<file path="config.mk">
export PLATFORM = sky130hd
export DESIGN_NAME = meter_scale_seven_segment_unit
export DESIGN_NICKNAME = d
export VERILOG_FILES = /design/src/rtl/core/mssu_pkg.sv /design/src/rtl/core/meter_scale_seven_segment_unit.sv
export SDC_FILE = /design/constraint.sdc
export NUM_CORES = 1
export LEC_CHECK = 0
export BUFFER_PORTS_ARGS = -buffer_cell sky130_fd_sc_hd__buf_2
export CORE_UTILIZATION = 55
export DETAILED_ROUTE_END_ITERATION = 8
export MAX_ROUTING_LAYER = met4
export PLACE_DENSITY = 0.75
export SYNTH_ARGS = -nofsm -noshare
export SYNTH_HDL_FRONTEND = slang
export SYNTH_SLANG_ARGS = --single-unit
</file>
<file path="constraint.sdc">
create_clock -name clock -period 12 [get_ports clock]
set_clock_uncertainty 0.2 [all_clocks]
set_input_delay 1.2 -clock clock [delete_from_list [all_inputs] [get_ports clock]]
set_output_delay 1.2 -clock clock [all_outputs]
set_load 0.05 [all_outputs]
</file>
<file path="src/rtl/core/mssu_pkg.sv">
package mssu_pkg;

   localparam int SampleMax   = 1023;
   localparam int DigitCount  = 4;
   localparam int ShowLimit   = 9999;

   localparam int OpWidth     = 2;
   localparam int SampleWidth = 10;
   localparam int ResWidth    = 16;
   localparam int ScaleWidth  = 14;
   localparam int ShowWidth   = 14;
   localparam int SegWidth    = 7;
   localparam int CsrIdxWidth = 2;
   localparam int CsrDataWidth = 16;

   // numerator of the shared divide: widest product is resistor times sample
   localparam int NumWidth    = ResWidth + SampleWidth;
   localparam int QuotWidth   = ShowWidth;
   localparam int BcdWidth    = 4 * DigitCount;
   localparam int CountWidth  = (DigitCount > 1) ? $clog2(DigitCount) : 1;

   // quotient bits resolved per pipeline stage
   localparam int DivStepsS2  = 5;
   localparam int DivStepsS3  = 5;
   localparam int DivStepsS4  = QuotWidth - DivStepsS2 - DivStepsS3;
   // BCD conversion bits per stage
   localparam int BcdStepsS5  = ShowWidth / 2;
   localparam int BcdStepsS6  = ShowWidth - BcdStepsS5;

   localparam logic [OpWidth-1:0] OpVoltage    = 2'd0;
   localparam logic [OpWidth-1:0] OpCurrent    = 2'd1;
   localparam logic [OpWidth-1:0] OpResistance = 2'd2;
   localparam logic [OpWidth-1:0] OpOff        = 2'd3;

   localparam logic [CsrIdxWidth-1:0] CsrKnownResistance = 2'd0;
   localparam logic [CsrIdxWidth-1:0] CsrVoltageScale    = 2'd1;
   localparam logic [CsrIdxWidth-1:0] CsrCurrentScale    = 2'd2;

   localparam logic [ResWidth-1:0]   KnownResistanceReset = 16'd1000;
   localparam logic [ScaleWidth-1:0] VoltageScaleReset    = 14'd3000;
   localparam logic [ScaleWidth-1:0] CurrentScaleReset    = 14'd5000;

   typedef struct packed {
      logic [OpWidth-1:0]     op;
      logic [SampleWidth-1:0] sample_a;
      logic [SampleWidth-1:0] sample_b;
   } req_type;

   typedef struct packed {
      logic [SegWidth-1:0]   segments;
      logic [DigitCount-1:0] digit_enable_n;
      logic [ShowWidth-1:0]  shown_value;
      logic                  over_range;
      logic                  last_digit;
   } rsp_type;

endpackage

</file>
<file path="src/rtl/core/meter_scale_seven_segment_unit.sv">
// Panel meter scaler with seven-segment digit output. A word is taken at a rising edge
// with start high and busy low; it holds a mode (voltage, current, resistance, off) and
// two 10-bit converter samples. Each word gives four result words, thousands digit
// first, on consecutive cycles, each flagged by rsp_strobe for exactly one cycle;
// the receiver cannot hold them off, so it must take every strobed word. The last of
// the four has last_digit set. The first digit word follows once the word has passed
// through S1 to S6 into the digit emitter at the end of the pipe, which sets the
// sustained rate and shows one digit per cycle; the six stages ahead of it take a new
// word every cycle until they fill, and busy then rises. Readings above 9999,
// and resistance with sample_a not above sample_b, show 9999 with over_range set.
// Registers are written over the csr_ port, which is always ready; write them only
// while no word is in flight.
module meter_scale_seven_segment_unit (
   input  logic                                  clock,
   input  logic                                  reset,
   input  logic                                  start,
   output logic                                  busy,
   input  mssu_pkg::req_type                     req_data,
   output logic                                  rsp_strobe,
   output mssu_pkg::rsp_type                     rsp_data,
   input  logic                                  csr_valid,
   output logic                                  csr_ready,
   input  logic [mssu_pkg::CsrIdxWidth-1:0]      csr_index,
   input  logic [mssu_pkg::CsrDataWidth-1:0]     csr_data
);

   // One restoring-divide step: bring down the top numerator bit, subtract if it fits,
   // shift the quotient bit into the bottom of the low word.
   function automatic logic [mssu_pkg::SampleWidth+mssu_pkg::QuotWidth-1:0] div_step(
      input logic [mssu_pkg::SampleWidth-1:0] rem,
      input logic [mssu_pkg::QuotWidth-1:0]   lo,
      input logic [mssu_pkg::SampleWidth-1:0] den
   );
      logic [mssu_pkg::SampleWidth:0]   trial;
      logic [mssu_pkg::SampleWidth:0]   diff;
      logic                             fits;
      logic [mssu_pkg::SampleWidth-1:0] rem_next;
      trial    = {rem, lo[mssu_pkg::QuotWidth-1]};
      diff     = trial - {1'b0, den};
      fits     = (trial >= {1'b0, den});
      rem_next = fits ? diff[mssu_pkg::SampleWidth-1:0] : trial[mssu_pkg::SampleWidth-1:0];
      return {rem_next, lo[mssu_pkg::QuotWidth-2:0], fits};
   endfunction

   // One double-dabble step: add 3 to every nibble of 5 or more, then shift a bit in.
   function automatic logic [mssu_pkg::BcdWidth-1:0] dabble_step(
      input logic [mssu_pkg::BcdWidth-1:0] bcd,
      input logic                          bit_in
   );
      logic [mssu_pkg::BcdWidth-1:0] adj;
      adj = bcd;
      for (int n = 0; n < mssu_pkg::DigitCount; n++) begin
         if (adj[4*n +: 4] >= 4'd5) begin
            adj[4*n +: 4] = adj[4*n +: 4] + 4'd3;
         end
      end
      return {adj[mssu_pkg::BcdWidth-2:0], bit_in};
   endfunction

   function automatic logic [mssu_pkg::SegWidth-1:0] seg_lookup(input logic [3:0] digit);
      logic [mssu_pkg::SegWidth-1:0] seg;
      unique case (digit)
         4'd0:    seg = 7'h3F;
         4'd1:    seg = 7'h06;
         4'd2:    seg = 7'h5B;
         4'd3:    seg = 7'h4F;
         4'd4:    seg = 7'h66;
         4'd5:    seg = 7'h6D;
         4'd6:    seg = 7'h7D;
         4'd7:    seg = 7'h07;
         4'd8:    seg = 7'h7F;
         4'd9:    seg = 7'h6F;
         default: seg = '0;
      endcase
      return seg;
   endfunction

   localparam int SW = mssu_pkg::SampleWidth;
   localparam int QW = mssu_pkg::QuotWidth;
   localparam int NW = mssu_pkg::NumWidth;
   localparam int BW = mssu_pkg::BcdWidth;
   localparam int CW = mssu_pkg::CountWidth;

   // ---------------- configuration registers ----------------
   logic [mssu_pkg::ResWidth-1:0]   known_res_ff;
   logic [mssu_pkg::ScaleWidth-1:0] volt_scale_ff;
   logic [mssu_pkg::ScaleWidth-1:0] curr_scale_ff;

   assign csr_ready = 1'b1;

   always_ff @(posedge clock) begin
      if (reset) begin
         known_res_ff  <= mssu_pkg::KnownResistanceReset;
         volt_scale_ff <= mssu_pkg::VoltageScaleReset;
         curr_scale_ff <= mssu_pkg::CurrentScaleReset;
      end else if (csr_valid && csr_ready) begin
         unique case (csr_index)
            mssu_pkg::CsrKnownResistance:
               known_res_ff  <= csr_data[mssu_pkg::ResWidth-1:0];
            mssu_pkg::CsrVoltageScale:
               volt_scale_ff <= csr_data[mssu_pkg::ScaleWidth-1:0];
            mssu_pkg::CsrCurrentScale:
               curr_scale_ff <= csr_data[mssu_pkg::ScaleWidth-1:0];
            default: ;   // unmapped index: write dropped
         endcase
      end
   end

   // ---------------- pipeline registers ----------------
   // S1: product and divisor
   logic          s1_valid_ff;
   logic [NW-1:0] s1_num_ff;
   logic [SW-1:0] s1_den_ff;
   logic          s1_over_ff;
   // S2..S4: divide, remainder plus shifting low word (numerator out, quotient in)
   logic          s2_valid_ff, s3_valid_ff, s4_valid_ff;
   logic [SW-1:0] s2_rem_ff, s3_rem_ff;
   logic [QW-1:0] s2_lo_ff, s3_lo_ff, s4_quot_ff;
   logic [SW-1:0] s2_den_ff, s3_den_ff;
   logic          s2_over_ff, s3_over_ff, s4_over_ff;
   // S5..S6: clamp and binary to BCD
   logic          s5_valid_ff, s6_valid_ff;
   logic [QW-1:0] s5_shown_ff, s6_shown_ff;
   logic [BW-1:0] s5_bcd_ff, s6_bcd_ff;
   logic          s5_over_ff, s6_over_ff;
   // digit emitter
   logic          emit_valid_ff;
   logic [CW-1:0] emit_cnt_ff;
   logic [BW-1:0] emit_bcd_ff;
   logic [QW-1:0] emit_shown_ff;
   logic          emit_over_ff;

   // ---------------- flow control ----------------
   // A stage can load when it is empty or when the stage below loads this cycle.
   logic emit_last;
   logic emit_take, s6_take, s5_take, s4_take, s3_take, s2_take, s1_take;

   assign emit_last = (emit_cnt_ff == CW'(mssu_pkg::DigitCount - 1));
   assign emit_take = !emit_valid_ff || emit_last;
   assign s6_take   = !s6_valid_ff || emit_take;
   assign s5_take   = !s5_valid_ff || s6_take;
   assign s4_take   = !s4_valid_ff || s5_take;
   assign s3_take   = !s3_valid_ff || s4_take;
   assign s2_take   = !s2_valid_ff || s3_take;
   assign s1_take   = !s1_valid_ff || s2_take;
   assign busy      = !s1_take;

   // ---------------- S1: one 16x10 multiply, divisor select ----------------
   logic [mssu_pkg::ResWidth-1:0] mul_x;
   logic [SW-1:0]                 mul_y;
   logic [SW-1:0]                 s1_den_in;
   logic                          s1_over_in;
   logic [NW-1:0]                 s1_num_in;

   always_comb begin
      mul_x      = '0;
      mul_y      = req_data.sample_a;
      s1_den_in  = SW'(mssu_pkg::SampleMax);
      s1_over_in = 1'b0;
      unique case (req_data.op)
         mssu_pkg::OpVoltage: mul_x = mssu_pkg::ResWidth'(volt_scale_ff);
         mssu_pkg::OpCurrent: mul_x = mssu_pkg::ResWidth'(curr_scale_ff);
         mssu_pkg::OpResistance: begin
            mul_x      = known_res_ff;
            mul_y      = req_data.sample_b;
            s1_den_in  = req_data.sample_a - req_data.sample_b;
            // bridge undefined unless a > b
            s1_over_in = !(req_data.sample_a > req_data.sample_b);
         end
         mssu_pkg::OpOff: mul_x = '0;   // zero numerator reads 0
      endcase
      s1_num_in = NW'(mul_x) * NW'(mul_y);
   end

   // ---------------- S2: range check, first quotient bits ----------------
   // Quotient fits in QW bits only if the numerator's top part is below the divisor.
   logic [SW-1:0] s2_rem_in;
   logic [QW-1:0] s2_lo_in;
   logic          s2_over_in;

   always_comb begin
      s2_over_in = s1_over_ff || (s1_num_ff[NW-1:QW] >= (NW-QW)'(s1_den_ff));
      s2_rem_in  = s1_num_ff[QW +: SW];
      s2_lo_in   = s1_num_ff[QW-1:0];
      for (int i = 0; i < mssu_pkg::DivStepsS2; i++) begin
         {s2_rem_in, s2_lo_in} = div_step(s2_rem_in, s2_lo_in, s1_den_ff);
      end
   end

   // ---------------- S3, S4: remaining quotient bits ----------------
   logic [SW-1:0] s3_rem_in, s4_rem_unused;
   logic [QW-1:0] s3_lo_in, s4_quot_in;

   always_comb begin
      s3_rem_in = s2_rem_ff;
      s3_lo_in  = s2_lo_ff;
      for (int i = 0; i < mssu_pkg::DivStepsS3; i++) begin
         {s3_rem_in, s3_lo_in} = div_step(s3_rem_in, s3_lo_in, s2_den_ff);
      end
   end

   always_comb begin
      s4_rem_unused = s3_rem_ff;
      s4_quot_in    = s3_lo_ff;
      for (int i = 0; i < mssu_pkg::DivStepsS4; i++) begin
         {s4_rem_unused, s4_quot_in} = div_step(s4_rem_unused, s4_quot_in, s3_den_ff);
      end
   end

   // ---------------- S5: clamp, upper half of BCD ----------------
   logic          s5_over_in;
   logic [QW-1:0] s5_shown_in;
   logic [BW-1:0] s5_bcd_in;

   always_comb begin
      s5_over_in  = s4_over_ff || (s4_quot_ff > QW'(mssu_pkg::ShowLimit));
      s5_shown_in = s5_over_in ? QW'(mssu_pkg::ShowLimit) : s4_quot_ff;
      s5_bcd_in   = '0;
      for (int i = 0; i < mssu_pkg::BcdStepsS5; i++) begin
         s5_bcd_in = dabble_step(s5_bcd_in, s5_shown_in[QW-1-i]);
      end
   end

   // ---------------- S6: lower half of BCD ----------------
   logic [BW-1:0] s6_bcd_in;

   always_comb begin
      s6_bcd_in = s5_bcd_ff;
      for (int i = 0; i < mssu_pkg::BcdStepsS6; i++) begin
         s6_bcd_in = dabble_step(s6_bcd_in, s5_shown_ff[mssu_pkg::BcdStepsS6-1-i]);
      end
   end

   // ---------------- valid bits and emitter count ----------------
   logic [CW-1:0] emit_cnt_in;

   assign emit_cnt_in = emit_take ? '0 : CW'(emit_cnt_ff + 1'b1);

   always_ff @(posedge clock) begin
      if (reset) begin
         s1_valid_ff   <= 1'b0;
         s2_valid_ff   <= 1'b0;
         s3_valid_ff   <= 1'b0;
         s4_valid_ff   <= 1'b0;
         s5_valid_ff   <= 1'b0;
         s6_valid_ff   <= 1'b0;
         emit_valid_ff <= 1'b0;
         emit_cnt_ff   <= '0;
      end else begin
         if (s1_take)   s1_valid_ff   <= start;
         if (s2_take)   s2_valid_ff   <= s1_valid_ff;
         if (s3_take)   s3_valid_ff   <= s2_valid_ff;
         if (s4_take)   s4_valid_ff   <= s3_valid_ff;
         if (s5_take)   s5_valid_ff   <= s4_valid_ff;
         if (s6_take)   s6_valid_ff   <= s5_valid_ff;
         if (emit_take) emit_valid_ff <= s6_valid_ff;
         emit_cnt_ff <= emit_cnt_in;
      end
   end

   // ---------------- payload (no reset) ----------------
   always_ff @(posedge clock) begin
      if (s1_take) begin
         s1_num_ff  <= s1_num_in;
         s1_den_ff  <= s1_den_in;
         s1_over_ff <= s1_over_in;
      end
      if (s2_take) begin
         s2_rem_ff  <= s2_rem_in;
         s2_lo_ff   <= s2_lo_in;
         s2_den_ff  <= s1_den_ff;
         s2_over_ff <= s2_over_in;
      end
      if (s3_take) begin
         s3_rem_ff  <= s3_rem_in;
         s3_lo_ff   <= s3_lo_in;
         s3_den_ff  <= s2_den_ff;
         s3_over_ff <= s2_over_ff;
      end
      if (s4_take) begin
         s4_quot_ff <= s4_quot_in;
         s4_over_ff <= s3_over_ff;
      end
      if (s5_take) begin
         s5_shown_ff <= s5_shown_in;
         s5_bcd_ff   <= s5_bcd_in;
         s5_over_ff  <= s5_over_in;
      end
      if (s6_take) begin
         s6_shown_ff <= s5_shown_ff;
         s6_bcd_ff   <= s6_bcd_in;
         s6_over_ff  <= s5_over_ff;
      end
      if (emit_take) begin
         emit_bcd_ff   <= s6_bcd_ff;
         emit_shown_ff <= s6_shown_ff;
         emit_over_ff  <= s6_over_ff;
      end
   end

   // ---------------- result word ----------------
   // digit 0 (thousands) sits in the top nibble
   logic [CW-1:0] nib_sel;
   logic [3:0]    cur_digit;

   assign nib_sel   = CW'(mssu_pkg::DigitCount - 1) - emit_cnt_ff;
   assign cur_digit = emit_bcd_ff[4*nib_sel +: 4];

   assign rsp_strobe = emit_valid_ff;

   always_comb begin
      rsp_data.segments       = seg_lookup(cur_digit);
      rsp_data.digit_enable_n = ~(mssu_pkg::DigitCount'(1) << emit_cnt_ff);
      rsp_data.shown_value    = emit_shown_ff;
      rsp_data.over_range     = emit_over_ff;
      rsp_data.last_digit     = emit_last;
   end

endmodule

</file>
==> results.md <==
* TritonCTS Buffers at 29
* Slowest CP cell: edfxtp_1
* Worst-path clk slew at 70 ps
* Reg2reg start: s1_num_ff[14]$_DFFE_PN_
* Post-synth EDFFs at 205
* Global-route total usage across every layer at 26.2%
* Synth area leader: edfxtp_1
* Hold depth at 0
* Setup crit end kind: flop
* Clock latency on the worst-skew pair at 560 ps
* Setup CP Type: flop to flop
* DRT Pass-1 Iters at 5
* Drt total wl at 58.4 mm
* Final max-slew violation count at 0
* Crit start category: flop
* Via density at 5.78
* Post-synthesis xor/xnor area fraction at 4.36%
* DP Wirelength at 45.4 mm
* RePlAce Congestion at 0.925
* Slew @ Worst Pin at 1100 ps
* Area Overhead vs Synth at 9.90%
* Mux contribution to synthesized area at 6.92%
* Final setup fails at 0
* Yosys reg bits at 258
* Worst reg2reg setup slack at 540 ps
* Worst-case clock buffer depth at 3
* Post-CTS Hold Buffers at 0
* CTS tree: done
* Post-route ant nets at 0
* Critical path's largest stage delay at 450 ps
* 1st-iter DRT viols at 1256
* Main combinational cell family by area after synthesis: adder cells
* Seq/Total Area, Yosys at 29.2%
* Worst hold slack at 207 ps
* Row count at 77
* R2r endpoint: s2_rem_ff[4]$_DFFE_PP_
* CP arrival at 11550 ps
* Main synth FF type: edfxtp_1
* Complex-gate fraction of the synthesized area at 13.8%
* Status: complete, no violations
* Post-Syn Area at 24700 um^2
* Drc violations at 0
* Num ports at 74
* Slew HR at 26.4%
* Clk sink count at 258
* CTS root buf: clkbuf_16
* Hold endpoint: s3_over_ff$_DFFE_PP_
* R2R depth at 58
* Ys Warns at 0
* Nets at 3204
* Asr flop ratio synth at 0%
* CTS H-tree depth at 1
* GRT overflow at 0
* Min-delay src: s2_over_ff$_DFFE_PP_
* Fmax at 87.3 MHz
* PortBufs at 72
* Fin crit share at 95.5%
* Crit path top cell by count: o21ai_1
* Full die area at 45800 um^2
* Post-Synth Simple-Gate Area at 15.7%
* Final Hold Vio Count at 0
* Max-Cap Viols at 0
* Initial antenna violation count at 0
* Inserted Diodes at 0
* CORE AREA at 44200 um^2
* Initial Utilization at 55.9%
* FILL cells at 3708
* Largest net degree at the start of global routing at 54
* HP Class: flop to flop
* Commonest cells post-synth: 325 x nand2_1, 298 x inv_1, 283 x ha_1
* Synth area leaders: edfxtp_1 25%, ha_1 14%, fa_1 10%
* Minimum clock period at 11460 ps
* Cells after synthesis at 2643
* Adder-Cell Fraction of Synth Area at 24.4%
* Area share of the largest cell type after synthesis at 24.9%
* DR WL/cell at 17.4 um
* Worst endpoint required time at 12090 ps
* Layout cells sized above 1 at 12.4%
* Crit path max fanout at 8
* Setup total negative slack at 0 ps
* Die H at 214 um
* Die width at 214 um
* Netlist cell types at 96
* First-pass GRT wire length at 95.9 mm
* Syn avg cell area at 9.35 um^2
* Via count at 19500
* Vias in the first global route at 19700
* Count leader, synth: nand2_1
## sequential cells by signal (all words and copies together) (netlist names), 8 cells and up
signal / count
s1_num_ff: 26
emit_bcd_ff: 16
known_res_ff: 16
s6_bcd_ff: 15
curr_scale_ff: 14
s2_lo_ff: 14
s3_lo_ff: 14
s4_quot_ff: 14
s5_shown_ff: 14
s6_shown_ff: 14
volt_scale_ff: 14
emit_shown_ff: 13
s1_den_ff: 10
s2_den_ff: 10
s2_rem_ff: 10
s3_den_ff: 10
s3_rem_ff: 10
s5_bcd_ff: 8
## cell usage in the layout (no fill, tap or decap), types with 12 or more instances in the layout
cell type and instances:
nor2b_1 54, dfxtp_1 53, a21boi_1 15, buf_4 66, nor3_1 25, o21ai_0 113, o211ai_1 12, ha_1 283
mux2i_1 57, a21o_1 46, edfxtp_1 205, nand2b_1 47, nand2_1 324, nand3b_1 25, nand3_1 31, o21ai_1 28
mux2_2 75, or3_1 12, xnor2_1 90, buf_2 73, o21a_1 28, fa_1 124, nor2_1 162, clkbuf_16 29
xor2_1 33, nand4_1 30, inv_1 296, a21oi_1 139, and2_1 26, and3_1 32
## repair_timing
| action | CTS | global route |
|---|---|---|
| pin swaps | 2 | 18 |
| cloned | 0 | 1 |
| endpoints found under the setup margin | 13 | 23 |
| buffers inserted | 1 | 12 |
| resized for setup | 3 | 44 |
## per-layer routing
metal	track usage [%]	part of all wire, %	vias up
met2	47.0	51	491
met3	2.42	4.2	135
li1	-	-	9434
met1	30.4	41	9396
met5	-	0	-
met4	9.02	3.1	0
## worst max path at each step
stage / startpoint / to / slack, ps / cells after the start
4_1_cts: s1_den_ff[1]$_SDFFCE_PP1N_ / s2_rem_ff[4]$_DFFE_PP_ / 2 / 61
2_1_floorplan: s1_den_ff[1]$_SDFFCE_PP1N_ / s2_rem_ff[8]$_DFFE_PP_ / 10 / 67
5_1_grt: s2_den_ff[1]$_DFFE_PP_ / s3_rem_ff[9]$_DFFE_PP_ / -110 / 61
3_5_place_dp: s2_rem_ff[0]$_DFFE_PP_ / s3_rem_ff[2]$_DFFE_PP_ / -20 / 60
6_report: s1_num_ff[14]$_DFFE_PN_ / s2_rem_ff[4]$_DFFE_PP_ / 540 / 58
3_3_place_gp: s1_den_ff[1]$_SDFFCE_PP1N_ / s2_rem_ff[7]$_DFFE_PP_ / 450 / 61
## through the flow
| stage | cell area, um^2 | std cells | worst slack [ps] | utilization [%] |
|---|---|---|---|---|
| 3_5_place_dp | 26000 | 3300 | -17.0 | 58.9 |
| 2_1_floorplan | 24800 | 2644 | 9.61 | - |
| 4_1_cts | 27000 | 3354 | 2.50 | 61.0 |
| 6_report | 27200 | 3367 | 543 | 61.4 |
| 5_1_grt | 27200 | 3367 | -106 | 61.4 |
| 3_3_place_gp | 26000 | 3300 | 445 | 58.9 |
## kinds of logic (layout without fill, tap and decap cells)
| family | Yosys count | after routing |
|---|---|---|
| and+or+nand+nor | 812 | 812 |
| AOI/OAI and AO/OA | 526 | 526 |
| adders and majority gates | 407 | 407 |
| buffers and inverters | 364 | 495 |
| DFF | 258 | 258 |
| muxes | 151 | 151 |
| xor gates and xnor gates | 123 | 123 |
| other | 2 | 3 |
## worst max-delay path: cells and delay by family (launching register included)
family	cells	cell delay, ps
AO/OA/AOI/OAI	37	6640
adder cells (fa/ha/maj)	5	1520
buffers and inverters	6	640
flip-flops	1	450
multiplexers	2	620
AND/OR/NAND/NOR	8	1130
## area by class of cell
cell class | count | area (um^2) | area share, %
Multi-Input combinational cell | 2022 | 16300 | 59.8
Sequential cell | 258 | 7220 | 26.6
Inverter | 302 | 1140 | 4.19
Timing Repair Buffer | 140 | 872 | 3.21
Tap cell | 592 | 741 | 2.73
Clock buffer | 32 | 737 | 2.71
Clock inverter | 21 | 201 | 0.742
Power is left out: the tool's default activity adds up to more than one toggle a clock period on the data nets, which glitch-free logic cannot reach.
